**src/design/ufds_pkg.sv**
```systemverilog
`timescale 1ns / 1ps
// ----------------------------------------------------------------------------
// ufds_pkg
// Shared types, character constants and helpers of the form decoder.
// ----------------------------------------------------------------------------
package ufds_pkg;

   localparam int MAX_RESULTS = 4;
   localparam int COUNT_W     = $clog2(MAX_RESULTS + 1);
   localparam int SLOT_W      = $clog2(MAX_RESULTS);
   localparam int QUEUE_DEPTH = 4;
   localparam int QPTR_W      = $clog2(QUEUE_DEPTH);
   localparam int QCNT_W      = $clog2(QUEUE_DEPTH + 1);

   localparam logic [7:0] CH_PLUS    = 8'h2B;
   localparam logic [7:0] CH_PERCENT = 8'h25;
   localparam logic [7:0] CH_SPACE   = 8'h20;
   localparam logic [7:0] CH_ZERO    = 8'h30;
   localparam logic [7:0] CH_THREE   = 8'h33;
   localparam logic [7:0] CH_UPPER_A = 8'h41;
   localparam logic [7:0] CH_UPPER_C = 8'h43;
   localparam logic [7:0] CH_SEMI    = 8'h3B;
   localparam logic [7:0] CH_APOS    = 8'h27;
   localparam logic [7:0] CH_QUOTE   = 8'h22;
   localparam logic [7:0] CH_BSLASH  = 8'h5C;
   localparam logic [7:0] CH_LOWER_N = 8'h6E;
   localparam logic [7:0] CH_AMP     = 8'h26;
   localparam logic [7:0] CH_LOWER_L = 8'h6C;
   localparam logic [7:0] CH_LOWER_T = 8'h74;
   localparam logic [7:0] CH_NUL     = 8'h00;

   typedef enum logic [1:0] {
      PHASE_NORMAL  = 2'd0,
      PHASE_PERCENT = 2'd1,
      PHASE_HELD    = 2'd2,
      PHASE_SPARE   = 2'd3
   } phase_type;

   // one queue entry: the results caused by one input transfer
   typedef struct packed {
      logic [MAX_RESULTS-1:0][7:0] bytes;
      logic [COUNT_W-1:0]          count;
      logic                        no_byte;
      logic                        last;
   } entry_type;

   typedef struct packed {
      logic not_empty;
      logic not_full;
   } queue_status_type;

   // {valid, value}
   function automatic logic [4:0] hex_digit(input logic [7:0] c);
      logic [4:0] r;
      r = 5'd0;
      if (c inside {[8'h30:8'h39]}) begin
         r = {1'b1, 4'(c - 8'h30)};
      end else if (c inside {[8'h61:8'h66]}) begin
         r = {1'b1, 4'(c - 8'h57)};
      end else if (c inside {[8'h41:8'h46]}) begin
         r = {1'b1, 4'(c - 8'h37)};
      end
      return r;
   endfunction

   function automatic logic [7:0] sanitize(input logic [7:0] c);
      logic [7:0] r;
      r = c;
      if (c == CH_SEMI || c == CH_APOS || c == CH_QUOTE) begin
         r = CH_SPACE;
      end
      return r;
   endfunction

endpackage

```
**src/design/url_form_decode_sanitize_unit.sv**
```systemverilog
`timescale 1ns / 1ps
// ----------------------------------------------------------------------------
// url_form_decode_sanitize_unit
// Form-encoded string decoder with sanitizing of the decoded characters.
//
//   channel | dir | tdata        | tuser   | tlast
//   req_    | in  | byte_in      | -       | last_in
//   rsp_    | out | byte_out     | no_byte | last_out
//
// one input transfer per cycle while the four-entry queue has room
// each result group leaves one character per cycle while the output is not stalled;
// escapes %0A and %3C expand to three and four characters on the output side
// the results of an input transfer pass through the queue into the output register
// reset clears escape state, queue pointers and the valid flag of the output register
// ----------------------------------------------------------------------------
module url_form_decode_sanitize_unit
   import ufds_pkg::*;
(
   input  logic       clock,
   input  logic       reset,
   input  logic       req_tvalid,
   output logic       req_tready,
   input  logic [7:0] req_tdata,   // [7:0] byte_in
   input  logic       req_tlast,
   output logic       rsp_tvalid,
   input  logic       rsp_tready,
   output logic [7:0] rsp_tdata,   // [7:0] byte_out
   output logic       rsp_tuser,   // [0] no_byte
   output logic       rsp_tlast
);

   logic             take;
   logic             push;
   logic             pop;
   entry_type        push_entry;
   entry_type        head;
   queue_status_type status;

   assign req_tready = status.not_full;
   assign take       = req_tvalid && req_tready;

   ufds_front u_front (
      .clock      (clock),
      .reset      (reset),
      .take       (take),
      .byte_in    (req_tdata),
      .last_in    (req_tlast),
      .push       (push),
      .push_entry (push_entry)
   );

   ufds_queue u_queue (
      .clock      (clock),
      .reset      (reset),
      .push       (push),
      .push_entry (push_entry),
      .pop        (pop),
      .head       (head),
      .status     (status)
   );

   ufds_back u_back (
      .clock      (clock),
      .reset      (reset),
      .head       (head),
      .status     (status),
      .pop        (pop),
      .rsp_tvalid (rsp_tvalid),
      .rsp_tready (rsp_tready),
      .rsp_tdata  (rsp_tdata),
      .rsp_tuser  (rsp_tuser),
      .rsp_tlast  (rsp_tlast)
   );

endmodule

```
**src/design/ufds_front.sv**
```systemverilog
`timescale 1ns / 1ps
// ----------------------------------------------------------------------------
// ufds_front
// Takes one encoded character per transfer, tracks escapes and builds the
// group of decoded characters that it causes.
// ----------------------------------------------------------------------------
module ufds_front
   import ufds_pkg::*;
(
   input  logic             clock,
   input  logic             reset,
   input  logic             take,
   input  logic [7:0]       byte_in,
   input  logic             last_in,
   output logic             push,
   output entry_type        push_entry
);

   phase_type  phase_ff, phase_in;
   logic [7:0] first_ff, first_in;
   logic       ended_ff, ended_in;

   always_ff @(posedge clock) begin
      if (reset) begin
         phase_ff <= PHASE_NORMAL;
         first_ff <= CH_NUL;
         ended_ff <= 1'b0;
      end else if (take) begin
         phase_ff <= phase_in;
         first_ff <= first_in;
         ended_ff <= ended_in;
      end
   end

   always_comb begin
      logic [7:0]         c;
      logic [4:0]         hi;
      logic [4:0]         lo;
      logic [7:0]         v;
      logic [COUNT_W-1:0] n;
      logic               can_emit;
      c          = (byte_in == CH_PLUS) ? CH_SPACE : byte_in;
      hi         = hex_digit(first_ff);
      lo         = hex_digit(c);
      v          = CH_NUL;
      n          = '0;
      can_emit   = !ended_ff;
      phase_in   = PHASE_NORMAL;
      first_in   = first_ff;
      ended_in   = ended_ff;
      push_entry = '0;
      case (phase_ff)
         PHASE_PERCENT: begin
            if (c == CH_NUL) begin
               ended_in = 1'b1;
            end else begin
               first_in = c;
               phase_in = PHASE_HELD;
            end
         end
         PHASE_HELD: begin
            if (c == CH_NUL) begin
               ended_in = 1'b1;
            end else if (first_ff == CH_ZERO && c == CH_UPPER_A) begin
               if (can_emit) begin
                  push_entry.bytes[0] = CH_BSLASH;
                  push_entry.bytes[1] = CH_BSLASH;
                  push_entry.bytes[2] = CH_LOWER_N;
                  n = COUNT_W'(3);
               end
            end else if (first_ff == CH_THREE && c == CH_UPPER_C) begin
               if (can_emit) begin
                  push_entry.bytes[0] = CH_AMP;
                  push_entry.bytes[1] = CH_LOWER_L;
                  push_entry.bytes[2] = CH_LOWER_T;
                  push_entry.bytes[3] = CH_SPACE;
                  n = COUNT_W'(4);
               end
            end else begin
               if (!hi[4]) begin
                  v = CH_NUL;
               end else if (!lo[4]) begin
                  v = {4'd0, hi[3:0]};
               end else begin
                  v = {hi[3:0], lo[3:0]};
               end
               if (can_emit) begin
                  if (v == CH_NUL) begin
                     ended_in = 1'b1;
                  end else begin
                     push_entry.bytes[0] = sanitize(v);
                     n = COUNT_W'(1);
                  end
               end
            end
         end
         default: begin
            if (c == CH_PERCENT) begin
               if (!ended_ff) begin
                  phase_in = PHASE_PERCENT;
               end
            end else if (can_emit) begin
               if (c == CH_NUL) begin
                  ended_in = 1'b1;
               end else begin
                  push_entry.bytes[0] = sanitize(c);
                  n = COUNT_W'(1);
               end
            end
         end
      endcase
      if (ended_in) begin
         phase_in = PHASE_NORMAL;
      end
      if (last_in) begin
         phase_in = PHASE_NORMAL;
         first_in = CH_NUL;
         ended_in = 1'b0;
      end
      push_entry.last    = last_in;
      push_entry.no_byte = 1'b0;
      push_entry.count   = n;
      if (last_in && n == '0) begin
         push_entry.no_byte = 1'b1;
         push_entry.count   = COUNT_W'(1);
         push_entry.bytes   = '0;
      end
      push = take && (push_entry.count != '0);
   end

endmodule

```
**src/design/ufds_queue.sv**
```systemverilog
`timescale 1ns / 1ps
// ----------------------------------------------------------------------------
// ufds_queue
// Short queue of result groups between the classifier and the serializer.
// ----------------------------------------------------------------------------
module ufds_queue
   import ufds_pkg::*;
(
   input  logic             clock,
   input  logic             reset,
   input  logic             push,
   input  entry_type        push_entry,
   input  logic             pop,
   output entry_type        head,
   output queue_status_type status
);

   entry_type          entries_ff [QUEUE_DEPTH];
   logic [QPTR_W-1:0]  wr_ptr_ff, wr_ptr_in;
   logic [QPTR_W-1:0]  rd_ptr_ff, rd_ptr_in;
   logic [QCNT_W-1:0]  count_ff, count_in;

   always_ff @(posedge clock) begin
      if (push) begin
         entries_ff[wr_ptr_ff] <= push_entry;
      end
   end

   always_ff @(posedge clock) begin
      if (reset) begin
         wr_ptr_ff <= '0;
         rd_ptr_ff <= '0;
         count_ff  <= '0;
      end else begin
         wr_ptr_ff <= wr_ptr_in;
         rd_ptr_ff <= rd_ptr_in;
         count_ff  <= count_in;
      end
   end

   always_comb begin
      wr_ptr_in = push ? QPTR_W'(wr_ptr_ff + 1'b1) : wr_ptr_ff;
      rd_ptr_in = pop ? QPTR_W'(rd_ptr_ff + 1'b1) : rd_ptr_ff;
      count_in  = count_ff;
      if (push && !pop) begin
         count_in = QCNT_W'(count_ff + 1'b1);
      end else if (pop && !push) begin
         count_in = QCNT_W'(count_ff - 1'b1);
      end
   end

   assign head             = entries_ff[rd_ptr_ff];
   assign status.not_empty = (count_ff != '0);
   assign status.not_full  = (count_ff != QCNT_W'(QUEUE_DEPTH));

endmodule

```
**src/design/ufds_back.sv**
```systemverilog
`timescale 1ns / 1ps
// ----------------------------------------------------------------------------
// ufds_back
// Walks the head group of the queue one character per transfer into the
// output register.
// ----------------------------------------------------------------------------
module ufds_back
   import ufds_pkg::*;
(
   input  logic             clock,
   input  logic             reset,
   input  entry_type        head,
   input  queue_status_type status,
   output logic             pop,
   output logic             rsp_tvalid,
   input  logic             rsp_tready,
   output logic [7:0]       rsp_tdata,
   output logic             rsp_tuser,
   output logic             rsp_tlast
);

   logic [SLOT_W-1:0] slot_ff, slot_in;
   logic              valid_ff, valid_in;
   logic [7:0]        data_ff, data_in;
   logic              user_ff, user_in;
   logic              last_ff, last_in;
   logic              load;
   logic              final_slot;

   always_ff @(posedge clock) begin
      if (reset) begin
         slot_ff  <= '0;
         valid_ff <= 1'b0;
      end else begin
         slot_ff  <= slot_in;
         valid_ff <= valid_in;
      end
   end

   always_ff @(posedge clock) begin
      if (load) begin
         data_ff <= data_in;
         user_ff <= user_in;
         last_ff <= last_in;
      end
   end

   always_comb begin
      load       = status.not_empty && (!valid_ff || rsp_tready);
      final_slot = (slot_ff == SLOT_W'(head.count - 1'b1));
      pop        = load && final_slot;
      data_in    = head.bytes[slot_ff];
      user_in    = head.no_byte;
      last_in    = head.last && final_slot;
      slot_in    = slot_ff;
      if (load) begin
         slot_in = final_slot ? '0 : SLOT_W'(slot_ff + 1'b1);
      end
      valid_in = valid_ff;
      if (load) begin
         valid_in = 1'b1;
      end else if (rsp_tready) begin
         valid_in = 1'b0;
      end
   end

   assign rsp_tvalid = valid_ff;
   assign rsp_tdata  = data_ff;
   assign rsp_tuser  = user_ff;
   assign rsp_tlast  = last_ff;

endmodule

```
**config.mk**
```make
export PLATFORM = sky130hd
export DESIGN_NAME = url_form_decode_sanitize_unit
export DESIGN_NICKNAME = d
export VERILOG_FILES = /design/src/design/ufds_pkg.sv /design/src/design/url_form_decode_sanitize_unit.sv /design/src/design/ufds_front.sv /design/src/design/ufds_queue.sv /design/src/design/ufds_back.sv
export SDC_FILE = /design/constraint.sdc
export NUM_CORES = 1
export LEC_CHECK = 0
export CORE_MARGIN = 2
export CORE_UTILIZATION = 60
export DETAILED_ROUTE_END_ITERATION = 12
export DONT_BUFFER_PORTS = 1
export PLACE_DENSITY = 0.76
export SYNTH_ARGS = -nofsm -noshare
export SYNTH_HDL_FRONTEND = slang
export SYNTH_HIERARCHICAL = 1
export SYNTH_SLANG_ARGS = --single-unit
export TNS_END_PERCENT = 50
```
**constraint.sdc**
```tcl
create_clock -name clock -period 7.1 [get_ports clock]
set_input_delay 0.355 -clock clock [delete_from_list [all_inputs] [get_ports clock]]
set_output_delay 0.355 -clock clock [all_outputs]
set_load 0.02 [all_outputs]
```
==> flow_metrics.env <==
export IMPL_core_um2=13300
export IMPL_wl_met2_um=7870
export IMPL_ctsResizeCount=0
export IMPL_die_y_um=121
export IMPL_wl_per_cell_um=21.8
export IMPL_drv_cap=0
export IMPL_status="finished clean"
export IMPL_clock_tree_root_cell="clkbuf_16"
export IMPL_cp_arrival_ps=4680
export IMPL_die_area_um2=14600
export IMPL_rsz0062_at_grt="false"
export IMPL_final_nets=556
export IMPL_io_buffers=0
export IMPL_power_frac_comb_pct=16.7
export IMPL_grt_ovfl_total=0
export IMPL_power_switching_mw=0.747
export IMPL_htreeDepth=4
export IMPL_finalSetupTns_ps=0
export IMPL_clkPwrFrac_pct=32.6
export IMPL_hp_class="primary input to register"
export IMPL_fmax_mhz=230
export IMPL_max_clock_path_buffers=2
export IMPL_p_leak_nw=2.87
export IMPL_synth_area_per_cell_um2=15.2
export IMPL_grtUsageTotal_pct=23.3
export IMPL_swShare_pct=27.0
export IMPL_first_pass_iters=5
export IMPL_slew_headroom_pct=31.6
export IMPL_cts_setup_buffers=0
export IMPL_clk_pin_slew_ps=70
export IMPL_drtIter0Drc=466
export IMPL_power_mw=2.77
export IMPL_ctsHoldBuffers=1
export IMPL_cts_tree="built"
export IMPL_path_class="register to register"
export IMPL_p_seq_share_pct=50.7
export IMPL_antenna_found_initial=1
export IMPL_dp_cells=684
export IMPL_met3_length_um=996
export IMPL_slew_violations=0
export IMPL_finalClockSkew_ps=8.87
export IMPL_pin_count=25
export IMPL_first_global_vias=4624
export IMPL_hpwlAfterDp_um=9940
export IMPL_final_hold_viol_count=0
export IMPL_yosys_warnings=6
export IMPL_syn_area_um2=8210
export IMPL_grt_pass1_wl_um=25100
export IMPL_via_per_inst=6.39
export IMPL_cts_sinks=177
export IMPL_start_util_pct=61.8
export IMPL_dr_total_vias=4596
export IMPL_cp_max_fo=9
export IMPL_ant_nets=0
export IMPL_remaining_drc_errors=0
export IMPL_start_kind="register"
export IMPL_clk_latency_ps=420
export IMPL_gp_congestion=0.897
export IMPL_cp_required_ps=7440
export IMPL_tightest_slew_ps=1030
export IMPL_setup_violations=0
export IMPL_netlist_instances=539
export IMPL_die_x_um=121
export IMPL_finalCritPeriodShare_pct=61.1
export IMPL_rows=42
export IMPL_routed_wl_um=15700
export IMPL_ir_drop_mv=0.251
export IMPL_power_density_nw_per_um2=315
export IMPL_met1_length_um=6660
export IMPL_routed_top_layer="met4"
export IMPL_power_internal_mw=2.02
export IMPL_cts_buffers=17
export IMPL_finalNonFillerCells=719
export IMPL_fin_crit_ps=4340
export IMPL_grt_max_degree=37
export IMPL_syn_to_final_growth_pct=7.05
export IMPL_cp_end_kind="register"
export IMPL_drive_gt1_share_pct=17.2
## registers in the layout (all words and copies together), names as in the netlist, named ones only
name,flops
u_queue/count_ff,3
u_back/rsp_tvalid,1
u_front/first_ff,8
u_queue/rd_ptr_ff,2
u_front/phase_ff,2
u_back/rsp_tdata,8
u_back/rsp_tuser,1
u_queue/entries_ff,144
u_queue/wr_ptr_ff,2
u_back/rsp_tlast,1
u_front/ended_ff,1
u_back/slot_ff,2
## cell type report
class / count / area (um2)
repair buffers: 7 / 55.1
multi-input cells: 305 / 2760
flip-flops and latches: 177 / 5090
clock inverters: 12 / 113
well taps: 176 / 220
inverters: 21 / 78.8
diodes: 1 / 2.50
fillers: 919 / 4500
clock buffers: 20 / 478
## layer usage
layer,global-route usage [%],vias to the layer above
met1,31.7,2322
met4,5.23,0
met2,38.1,174
met5,0,-
met3,6.20,12
li1,-,2088
## layout by cell type, fill, tap and decap left out, drive strengths merged, types with 4 or more instances in the layout
cell type,n
a22oi,10
inv,28
o21ai,12
edfxtp,154
ha,13
or3,4
and2,8
and3,7
nand2,22
mux2i,4
conb,12
clkbuf,21
nand4,4
a21oi,20
mux4,44
nor2,36
dfxtp,23
a31oi,5
o31ai,6
clkinv,4
buf,5
nand3,12
nand2b,8
nor4,4
nor3,8
## power groups by stage
stage	clock, mW	sequential [mW]	combinational [mW]
global route	0.963	1.42	0.502
CTS	0.917	1.41	0.467
detailed placement	0	1.43	0.464
floorplan	0	1.39	0.406
finish	0.902	1.40	0.461
global placement	0	1.42	0.446
## path summary, 6_finish.rpt
path / from / endpoint / slack (ps) / depth (start not counted)
setup / recovery: u_front/first_ff[0]$_SDFFE_PP0P_ / u_queue/count_ff[2]$_SDFFE_PP0P_ / 2760 / 15
hold / removal: req_tlast / u_queue/entries_ff[3][0]$_DFFE_PP_ / 30 / 0
setup reg to reg: u_front/first_ff[0]$_SDFFE_PP0P_ / u_queue/count_ff[2]$_SDFFE_PP0P_ / 2760 / 15
hold reg to reg: u_front/phase_ff[1]$_SDFFE_PP0P_ / u_front/phase_ff[1]$_SDFFE_PP0P_ / 510 / 2
## through the flow
stage	setup slack [ps]	hold WS [ps]	area, um2	utilization, %
6_report	2760	29.4	8790	66.1
5_1_grt	2370	1.48	8790	66.1
4_1_cts	2800	10.4	8780	66.0
3_5_place_dp	2790	424	8180	61.5
3_3_place_gp	2970	422	8180	61.5
2_1_floorplan	3320	424	8250	-
## worst max-delay path: stages, from the launching register on
cell and delay [ps]:
dfxtp_1 480, inv_1 140, ha_1 280, nor3b_1 200
a22oi_1 280, nand3_1 260, a211oi_2 330, or4b_1 350
nand2_1 150, a21oi_1 460, ha_1 280, inv_1 60
fa_1 370, xor2_1 160, or3_1 300, a21oi_1 150
Power figures use the tool's default switching activity.
